## src/hdl/isort_pkg.sv

```systemverilog
`default_nettype none

package isort_pkg;

    localparam int CAPACITY   = 16;
    localparam int DATA_WIDTH = 32;
    localparam int VALUE_W    = 32;

    // control broadcast from the top level to every cell
    typedef struct packed {
        logic ins;    // insert the new value this cycle
        logic drain;  // shift the list down by one place
    } ctrl_t;

endpackage

`default_nettype wire

```

## src/hdl/isort_cell.sv

```systemverilog
`default_nettype none

module isort_cell #(
    parameter int DATA_WIDTH = isort_pkg::DATA_WIDTH
) (
    input  wire logic                  clk,
    input  wire logic                  rst_n,
    input  wire isort_pkg::ctrl_t      ctrl,
    input  wire logic [DATA_WIDTH-1:0] new_value,
    input  wire logic [DATA_WIDTH-1:0] left_value,
    input  wire logic                  left_valid,
    input  wire logic                  left_gt,
    input  wire logic [DATA_WIDTH-1:0] right_value,
    input  wire logic                  right_valid,
    output logic [DATA_WIDTH-1:0]      value,
    output logic                       valid,
    output logic                       gt
);

    logic [DATA_WIDTH-1:0] value_reg;
    logic [DATA_WIDTH-1:0] value_next;
    logic                  valid_reg;
    logic                  valid_next;

    // empty cell counts as larger than anything
    assign gt = !valid_reg || ($signed(value_reg) > $signed(new_value));

    always_comb
    begin
        value_next = value_reg;
        valid_next = valid_reg;
        if (ctrl.drain)
        begin
            value_next = right_value;
            valid_next = right_valid;
        end
        else if (ctrl.ins)
        begin
            if (left_gt)
            begin
                value_next = left_value;
                valid_next = left_valid;
            end
            else if (gt)
            begin
                value_next = new_value;
                valid_next = 1'b1;
            end
        end
    end

    always_ff @(posedge clk or negedge rst_n)
    begin
        if (!rst_n)
        begin
            valid_reg <= 1'b0;
        end
        else
        begin
            valid_reg <= valid_next;
        end
    end

    always_ff @(posedge clk)
    begin
        value_reg <= value_next;
    end

    assign value = value_reg;
    assign valid = valid_reg;

endmodule

`default_nettype wire

```

## src/hdl/insertion_sort_engine_core.sv

```systemverilog
// stable insertion sort of one set of signed values
//
// input stream (s_*): one element per request in s_tdata, s_tlast marks the
// final element of the set. output stream (m_*): the sorted set, ascending,
// one element per request, m_tlast on the final one, m_tuser set on every
// result of a set in which elements beyond CAPACITY were dropped
//
// a row of CAPACITY compare-and-shift cells holds the list; accepted
// elements are inserted as taken and enter at one per cycle while s_tready
// is high. equal elements keep arrival order. elements arriving at a full
// list are dropped and the overflow flag raised for that set
//
// after the request carrying s_tlast the results start on the next cycle,
// one per cycle while m_tready is high, the row shifting down one cell per
// result taken. s_tready stays low from the last element until the final
// result is taken. a stalled receiver simply holds the row: m_tdata comes
// straight from the first cell register
//
// reset empties the row and clears the overflow flag; no results pending
`default_nettype none

module insertion_sort_engine_core #(
    parameter int CAPACITY   = isort_pkg::CAPACITY,
    parameter int DATA_WIDTH = isort_pkg::DATA_WIDTH
) (
    input  wire logic                          clk,
    input  wire logic                          rst_n,
    // input stream
    input  wire logic                          s_tvalid,
    output logic                               s_tready,
    input  wire logic [isort_pkg::VALUE_W-1:0] s_tdata,  // [31:0] value
    input  wire logic                          s_tlast,
    // output stream
    output logic                               m_tvalid,
    input  wire logic                          m_tready,
    output logic [isort_pkg::VALUE_W-1:0]      m_tdata,  // [31:0] value_res
    output logic                               m_tlast,
    output logic                               m_tuser   // [0] overflow
);

    localparam int VW = isort_pkg::VALUE_W;

    // handshake and control state
    logic emitting_reg;
    logic emitting_next;
    logic dropped_reg;
    logic dropped_next;
    logic in_acc;
    logic out_acc;
    logic full;

    isort_pkg::ctrl_t ctrl;

    logic [DATA_WIDTH-1:0] new_value;
    logic [DATA_WIDTH-1:0] cell_value [CAPACITY];
    logic                  cell_valid [CAPACITY];
    logic                  cell_gt    [CAPACITY];

    // element taken in DATA_WIDTH bits: low bits kept, zero filled above
    generate
        if (DATA_WIDTH > VW)
        begin : g_in_wide
            assign new_value = {{(DATA_WIDTH-VW){1'b0}}, s_tdata};
        end
        else if (DATA_WIDTH == VW)
        begin : g_in_same
            assign new_value = s_tdata;
        end
        else
        begin : g_in_narrow
            assign new_value = s_tdata[DATA_WIDTH-1:0];
        end
    endgenerate

    assign s_tready = !emitting_reg;
    assign in_acc   = s_tvalid && s_tready;
    assign out_acc  = m_tvalid && m_tready;

    // list full once the top cell holds an element
    assign full = cell_valid[CAPACITY-1];

    // fields in declaration order: ins, drain
    assign ctrl = {in_acc && !full, out_acc};

    // the row of cells, cell 0 holding the smallest element
    generate
        for (genvar i = 0; i < CAPACITY; i++)
        begin : g_cell
            logic [DATA_WIDTH-1:0] l_value;
            logic                  l_valid;
            logic                  l_gt;
            logic [DATA_WIDTH-1:0] r_value;
            logic                  r_valid;

            if (i == 0)
            begin : g_first
                assign l_value = '0;
                assign l_valid = 1'b0;
                assign l_gt    = 1'b0;
            end
            else
            begin : g_inner_l
                assign l_value = cell_value[i-1];
                assign l_valid = cell_valid[i-1];
                assign l_gt    = cell_gt[i-1];
            end

            if (i == CAPACITY-1)
            begin : g_top
                assign r_value = '0;
                assign r_valid = 1'b0;
            end
            else
            begin : g_inner_r
                assign r_value = cell_value[i+1];
                assign r_valid = cell_valid[i+1];
            end

            isort_cell #(
                .DATA_WIDTH (DATA_WIDTH)
            ) u_cell (
                .clk         (clk),
                .rst_n       (rst_n),
                .ctrl        (ctrl),
                .new_value   (new_value),
                .left_value  (l_value),
                .left_valid  (l_valid),
                .left_gt     (l_gt),
                .right_value (r_value),
                .right_valid (r_valid),
                .value       (cell_value[i]),
                .valid       (cell_valid[i]),
                .gt          (cell_gt[i])
            );
        end
    endgenerate

    // drain phase: cell 0 always valid while emitting
    assign m_tvalid = emitting_reg;
    assign m_tlast  = !cell_valid[1];
    assign m_tuser  = dropped_reg;

    // result carries the low 32 bits of the stored element, zero filled
    generate
        if (DATA_WIDTH >= VW)
        begin : g_out_wide
            assign m_tdata = cell_value[0][VW-1:0];
        end
        else
        begin : g_out_narrow
            assign m_tdata = {{(VW-DATA_WIDTH){1'b0}}, cell_value[0]};
        end
    endgenerate

    always_comb
    begin
        emitting_next = emitting_reg;
        dropped_next  = dropped_reg;
        if (in_acc && full)
        begin
            dropped_next = 1'b1;
        end
        if (in_acc && s_tlast)
        begin
            emitting_next = 1'b1;
        end
        // final result of the set taken: list is empty again
        if (out_acc && m_tlast)
        begin
            emitting_next = 1'b0;
            dropped_next  = 1'b0;
        end
    end

    always_ff @(posedge clk or negedge rst_n)
    begin
        if (!rst_n)
        begin
            emitting_reg <= 1'b0;
            dropped_reg  <= 1'b0;
        end
        else
        begin
            emitting_reg <= emitting_next;
            dropped_reg  <= dropped_next;
        end
    end

endmodule

`default_nettype wire
```

## config.mk

```make
export PLATFORM = sky130hd
export DESIGN_NAME = insertion_sort_engine_core
export DESIGN_NICKNAME = d
export VERILOG_FILES = /design/src/hdl/isort_pkg.sv /design/src/hdl/isort_cell.sv /design/src/hdl/insertion_sort_engine_core.sv
export SDC_FILE = /design/constraint.sdc
export NUM_CORES = 2
export LEC_CHECK = 0
export ABC_CLOCK_PERIOD_IN_PS = 7600
export BUFFER_PORTS_ARGS = -buffer_cell sky130_fd_sc_hd__buf_2
export CORE_MARGIN = 2
export CORE_UTILIZATION = 45
export CTS_CLUSTER_DIAMETER = 30
export DETAILED_ROUTE_END_ITERATION = 7
export GPL_TIMING_DRIVEN = 0
export PLACE_DENSITY = 0.61
export SYNTH_ARGS = -nofsm -noshare
export SYNTH_HDL_FRONTEND = slang
export SYNTH_SLANG_ARGS = --single-unit
```

## constraint.sdc

```tcl
create_clock -name clk -period 7.6 [get_ports clk]
set_input_delay 0.76 -clock clk [delete_from_list [all_inputs] [get_ports clk]]
set_output_delay 0.76 -clock clk [all_outputs]
set_load 0.01 [all_outputs]
```

* After elaboration in Yosys (flattened, before gate mapping)
Cells that the tools add are included.
** Storage, ports and cells
- Bits in registers :: 530
- Latch bits :: 0
- Memory bits (writable) :: 0
- Memory bits (read-only) :: 0
- Input port bits :: 37
- Output and inout bits :: 36
- Memories :: 0
** Operators by class
- Add/subtract/negate cells :: 0
- Multiply operators :: 0
- Div/mod/pow operators :: 0
- Magnitude comparators :: 16
- Equal/unequal tests :: 0
- Shift operators :: 0
- Multiplexer cells :: 128
- Bitwise logic cells :: 0
- Reductions and logical operators :: 76
** Operators with widths (count)
- $mux 32 :: 61
- $gt 32x32->1 :: 16
- $mux 1 :: 67
- $reduce_bool 3->1 :: 15
- $reduce_and 2->1 :: 17
- $logic_not 1->1 :: 17
- $logic_or 1x1->1 :: 16
- $reduce_bool 2->1 :: 5
- $logic_and 1x1->1 :: 6

* Depth between registers and ports, before layout
- Depth in word-level cells :: 6
- Mapped depth :: 13
- Mapped depth without buffers :: 10

* By module
A second synthesis with hierarchy kept.
** Second synthesis, totals
- Cells, all modules :: 4252
- Area total of the unflattened synthesis :: 40847.9 um^2
** By module, submodules not included
- isort_cell :: times used 16, cells an instance 265, area each 2546.2 um^2, seq. area each 985.9 um^2
- insertion_sort_engine_core :: times used 1, cells an instance 12, area each 108.9 um^2, seq. area each 50.0 um^2

* Least setup slack after synthesis
No wires, ideal clock.
- Kind :: input port to flip-flop
- From :: input port s_tdata[21] in the netlist's numbering
- To :: register g_cell[0].u_cell.value_reg[0] (enable)
- Library setup time :: 466 ps
- Arrival time :: 5396 ps
- Path slack :: 1739 ps
- Cell stages on the path :: 12
- Path buffers :: 2
- Path through :: inv_1 > ha_1 > a21o_1 > a21o_1 > a21oi_1 > o22ai_1 > nor4b_1 > o21ai_1 > or2_2 > clkbuf_1 > clkbuf_1 > o21ai_0
** Between the ends
- Cells in the longest elaborated chain, start to end :: 4
** Ends and longest elaborated chain
- start: declaration :: RTL line insertion_sort_engine_core.sv:31 : input wire logic [isort_pkg::VALUE_W-1:0] s_tdata,
- $gt 32x32->1 :: RTL line isort_cell.sv:26 : assign gt = !valid_reg || ($signed(value_reg) > $signed(new_value));
- $logic_or 1x1->1 :: RTL line isort_cell.sv:26
- $reduce_bool 2->1 (no source line)
- $reduce_and 2->1 (no source line)
- end signal: assignment :: RTL line isort_cell.sv:66 : value_reg <= value_next;
- end: declaration :: RTL line isort_cell.sv:20 : logic [DATA_WIDTH-1:0] value_reg;
No other way between the ends.
A chain may end at the register's enable or synchronous reset.

* Worst setup path in the final report
- From :: input port s_tdata[31] in the netlist's numbering
- To :: register g_cell[2].u_cell.value_reg[4] (enable)
** Between the ends
- Cells in the longest elaborated chain, start to end :: 4
- Elaborated cells on any way between the ends :: 6
- Classes of those cells :: order compare (2); reduce/logical (4)
** Ends and longest elaborated chain (RTL line)
- $gt 32x32->1 :: isort_cell.sv:26
- $logic_or 1x1->1 :: isort_cell.sv:26
- $reduce_bool 3->1 (no source line) *
- $reduce_and 2->1 (no source line) *
- end signal: assignment :: isort_cell.sv:66
- end: declaration :: isort_cell.sv:20
Mark *: on every way between the ends. The rest lies on a longest branch, timed or not.

==> summary.md <==
| Metric | Value |
|---|---|
| Total placed cells including tap cells | `5,125` |
| Vias in the first global route | `34,800` |
| Total GRT Usage | `35.0%` |
| Pre-antenna DRT Iters | `8` |
| Worst Path Max Fanout | `20` |
| CP max-delay cell | `nor4_1` |
| Clock sink total | `530` |
| Setup-failing EPs final | `0` |
| Worst path cell trace | `buf_2 -> inv_1 -> ha_1 -> nand4_1 -> nor4_1 -> o311ai_0 -> a41oi_1 -> clkbuf_1 -> buf_1 -> a21oi_1 -> o21ai_4 -> buf_16` |
| CTS tree | `yes` |
| CP bufs+invs | `5` |
| Final core occ | `54.5%` |
| Final antenna-violating net count | `0` |
| RSZ-0062 raised after global routing | `false` |
| Status | `finished, violations left` |
| Post-synth top area share | `38.0%` |
| CP Capture Type | `register` |
| Average cell area after synthesis | `9.58 um^2` |
| Post-synthesis async set-or-reset flop share | `3.40%` |
| Main flop type after synthesis | `edfxtp_1` |
| Fin Clk Skew | `0.0307 ns` |
| Met2 WL | `64,500 um` |
| DP HPWL | `119,000 um` |
| Worst Path Required | `8.02 ns` |
| CTS Buf Count | `153` |
| Starting DRT DRC Count | `4,864` |
| Top Metal Used | `met5` |
| Area Growth Syn to Fin | `20.1%` |
| Synth Register Bits | `530` |
| Final #Nets | `4,718` |
| Synthesized area | `37,900 um^2` |
| Max reg flops | `512` |
| CTS clk-pin slew, worst paths | `0.04 ns` |
| Gr ovfl total | `0` |
| Netlist cell types | `65` |
| Met3 wire len | `18,800 um` |
| Family with the most delay on the worst path | `buffers and inverters` |
| Top Ports | `73` |
| Number of port buffers | `72` |
| CP peak stage delay | `1.14 ns` |
| Tmin final | `6.54 ns` |
| Initial Util | `45.4%` |
| DR WL/cell | `28.4 um` |
| Pins over their slew limit | `0` |
| Seq/Total Area, Yosys | `40.9%` |
| Final instance area | `45,600 um^2` |
| Final Cycle Share | `86.1%` |
| Total die area | `86,600 um^2` |
| DRT Wirelength | `154,000 um` |
| Worst EP arrival | `6.96 ns` |
| H-Tree Depth | `4` |
| Worst VDD drop | `287 uV` |
| Synth top area cells | `edfxtp_1 38%, ha_1 16%, nand4_1 6.1%, nand2_1 5.1%, o21ai_0 5.0%` |
| Std-Cell Rows | `106` |
| Die width | `294 um` |
| Clk buf depth | `3` |
| CP startpoint kind | `primary input` |
| Clock Root Buffer | `clkbuf_16` |
| Initial antenna violation count | `8` |
| First-pass GRT wire length | `224,000 um` |
| Setup bufs post-CTS | `0` |
| Max_cap viols | `1` |
| DR DRC count | `0` |
| Worst min path class | `in -> reg` |
| Worst Max-Slew Pin Slew | `1.46 ns` |
| Fill cells | `7,573` |
| Final TNS setup | `0 ns` |
| Cells after Synth | `3,958` |
| Syn nets | `4,475` |
| Pwr Total | `24,200 uW` |
| EDFF count, synth | `480` |
| Largest net degree at the start of global routing | `33` |
| Vias per cell | `6.69` |
| Violated checks | `capacitance limit` |
| Fraction of final layout cells sized beyond drive strength 1 | `8.29%` |
| Non-filler instance count after layout | `5,409` |
| Routed via count | `36,200` |
| Hold Vio Cnt, Final | `0` |
| Final GP Congestion | `0.978` |
| Core area | `83,600 um^2` |
| DRT met1 WL | `64,100 um` |
| WS Path Type | `in -> reg` |
| Dpl cell area | `40,200 um^2` |
| Power Dens Cells | `531 nW/um^2` |
| Largest area contributor in the synthesized netlist | `edfxtp_1` |
| Die Y | `294 um` |
| Rel. slew slack | `1.33%` |
| Number of synthesis warnings | `0` |
| Max Freq | `153 MHz` |
| Clock latency on the worst-skew pair | `0.74 ns` |
| LEAKAGE | `0.0189 uW` |
-- timing repair --
action	CTS	global route
endpoints found under the hold margin	18	0
hold buffers	1	0
gates resized for setup	0	0
-- cell families (layout without fill, tap and decap cells) --
logic type               after synthesis  in the layout  synth area share, %
AND/OR/NAND/NOR                     1397           1397                 18.3
AO/OA/AOI/OAI                       1050           1050                 17.3
flip-flops                           530            530                 40.9
adder cells (fa/ha/maj)              480            480                 15.8
buffers and inverters                340            710                 3.46
multiplexers                         161            161                 4.25
other                                  0              1                    0
-- stage by stage --
| step | setup WS (ns) | hold slack (ns) |
|---|---|---|
| 2_1_floorplan | 1.74 | 0.464 |
| 3_3_place_gp | -2.09 | 0.498 |
| 3_5_place_dp | 0.976 | 0.515 |
| 4_1_cts | 1.72 | 0.262 |
| 5_1_grt | 1.25 | 0.304 |
| 6_report | 1.06 | 0.289 |
-- report_power, final --
part / switching [uW] / leakage, uW / internal [uW]
clock: 2050 / 0.00258 / 4650
combinational: 6460 / 0.0113 / 3690
sequential: 1740 / 0.00506 / 5620
-- cells in the mapped netlist (all sizes together), types with 4 or more instances --
| cell | count |
|---|---|
| a211o | 7 |
| a211oi | 42 |
| a21boi | 4 |
| a21o | 178 |
| a21oi | 135 |
| a221o | 32 |
| a22oi | 9 |
| a311o | 32 |
| a31oi | 16 |
| and2 | 8 |
| and3 | 36 |
| and3b | 4 |
| and4 | 11 |
| buf | 33 |
| clkbuf | 240 |
| dfrtp | 18 |
| dfxtp | 32 |
| edfxtp | 480 |
| ha | 480 |
| inv | 67 |
| mux2i | 161 |
| nand2 | 517 |
| nand2b | 7 |
| nand3 | 263 |
| nand4 | 368 |
| nor2 | 75 |
| nor2b | 26 |
| nor3 | 57 |
| nor4 | 6 |
| o211a | 4 |
| o211ai | 19 |
| o21a | 40 |
| o21ai | 480 |
| o22ai | 8 |
| o31ai | 8 |
| or3 | 8 |
| or4 | 5 |
-- per-layer routing --
metal	track usage, %	vias up
li1	-	15900
met4	13.8	12
met5	0	-
met2	51.4	2354
met3	9.02	409
met1	49.0	17500
-- cell usage in the layout (no fill, tap or decap), types with 8 or more instances in the layout --
| cell type | n |
|---|---|
| or3_1 | 8 |
| nor3_1 | 57 |
| dfxtp_1 | 32 |
| buf_1 | 18 |
| bufinv_16 | 25 |
| and4_1 | 11 |
| a31oi_1 | 16 |
| nand3_1 | 263 |
| clkinv_2 | 21 |
| o31ai_1 | 8 |
| edfxtp_1 | 480 |
| dfrtp_1 | 18 |
| clkinvlp_4 | 10 |
| nand4_1 | 368 |
| mux2i_1 | 161 |
| o21ai_0 | 371 |
| a211oi_1 | 42 |
| clkbuf_1 | 262 |
| o21ai_4 | 12 |
| ha_1 | 480 |
| o21ai_1 | 97 |
| clkbuf_16 | 158 |
| o22ai_1 | 8 |
| inv_1 | 67 |
| nor2_1 | 74 |
| buf_16 | 14 |
| o211ai_1 | 19 |
| a221o_1 | 32 |
| a311o_1 | 32 |
| nor2b_1 | 26 |
| nand2_1 | 516 |
| a22oi_1 | 9 |
| o21a_1 | 40 |
| a21oi_1 | 135 |
| a21o_1 | 178 |
| and3_1 | 36 |
| clkinv_1 | 26 |
| buf_2 | 84 |
-- path summary, 6_finish.rpt --
check                                       startpoint                           to  slack, ns  depth (start not counted)
max in group asynchronous                        rst_n       g_cell[2].u_cell.valid       6.71                          2
min reg2reg                g_cell[15].u_cell.value[14]  g_cell[14].u_cell.value[14]       0.51                          2
max                                        s_tdata[31]    g_cell[2].u_cell.value[4]       1.06                         12
min                                            s_tlast                     m_tvalid       0.29                          3
max reg2reg                 g_cell[1].u_cell.value[31]    g_cell[2].u_cell.value[4]       1.46                         10
min in group asynchronous                        rst_n                     m_tvalid       0.54                          2
-- cell type report --
cell class | count | area, um^2 | area share [%]
antenna | 1 | 2.50 | 0.00549
buffer | 273 | 1060 | 2.34
clock buffer | 185 | 4090 | 8.97
clock inverter | 97 | 1260 | 2.77
inverter | 67 | 251 | 0.552
multi-input combinational | 3088 | 21300 | 46.7
sequential | 530 | 15500 | 34.0
tap | 1080 | 1350 | 2.97
timing repair buffer | 88 | 771 | 1.69
-- worst min-delay path: stages --
cell and delay (ns):
buf_2 0.09, nand2_1 0.05, o21ai_0 0.06
Power figures use the tool's default switching activity.
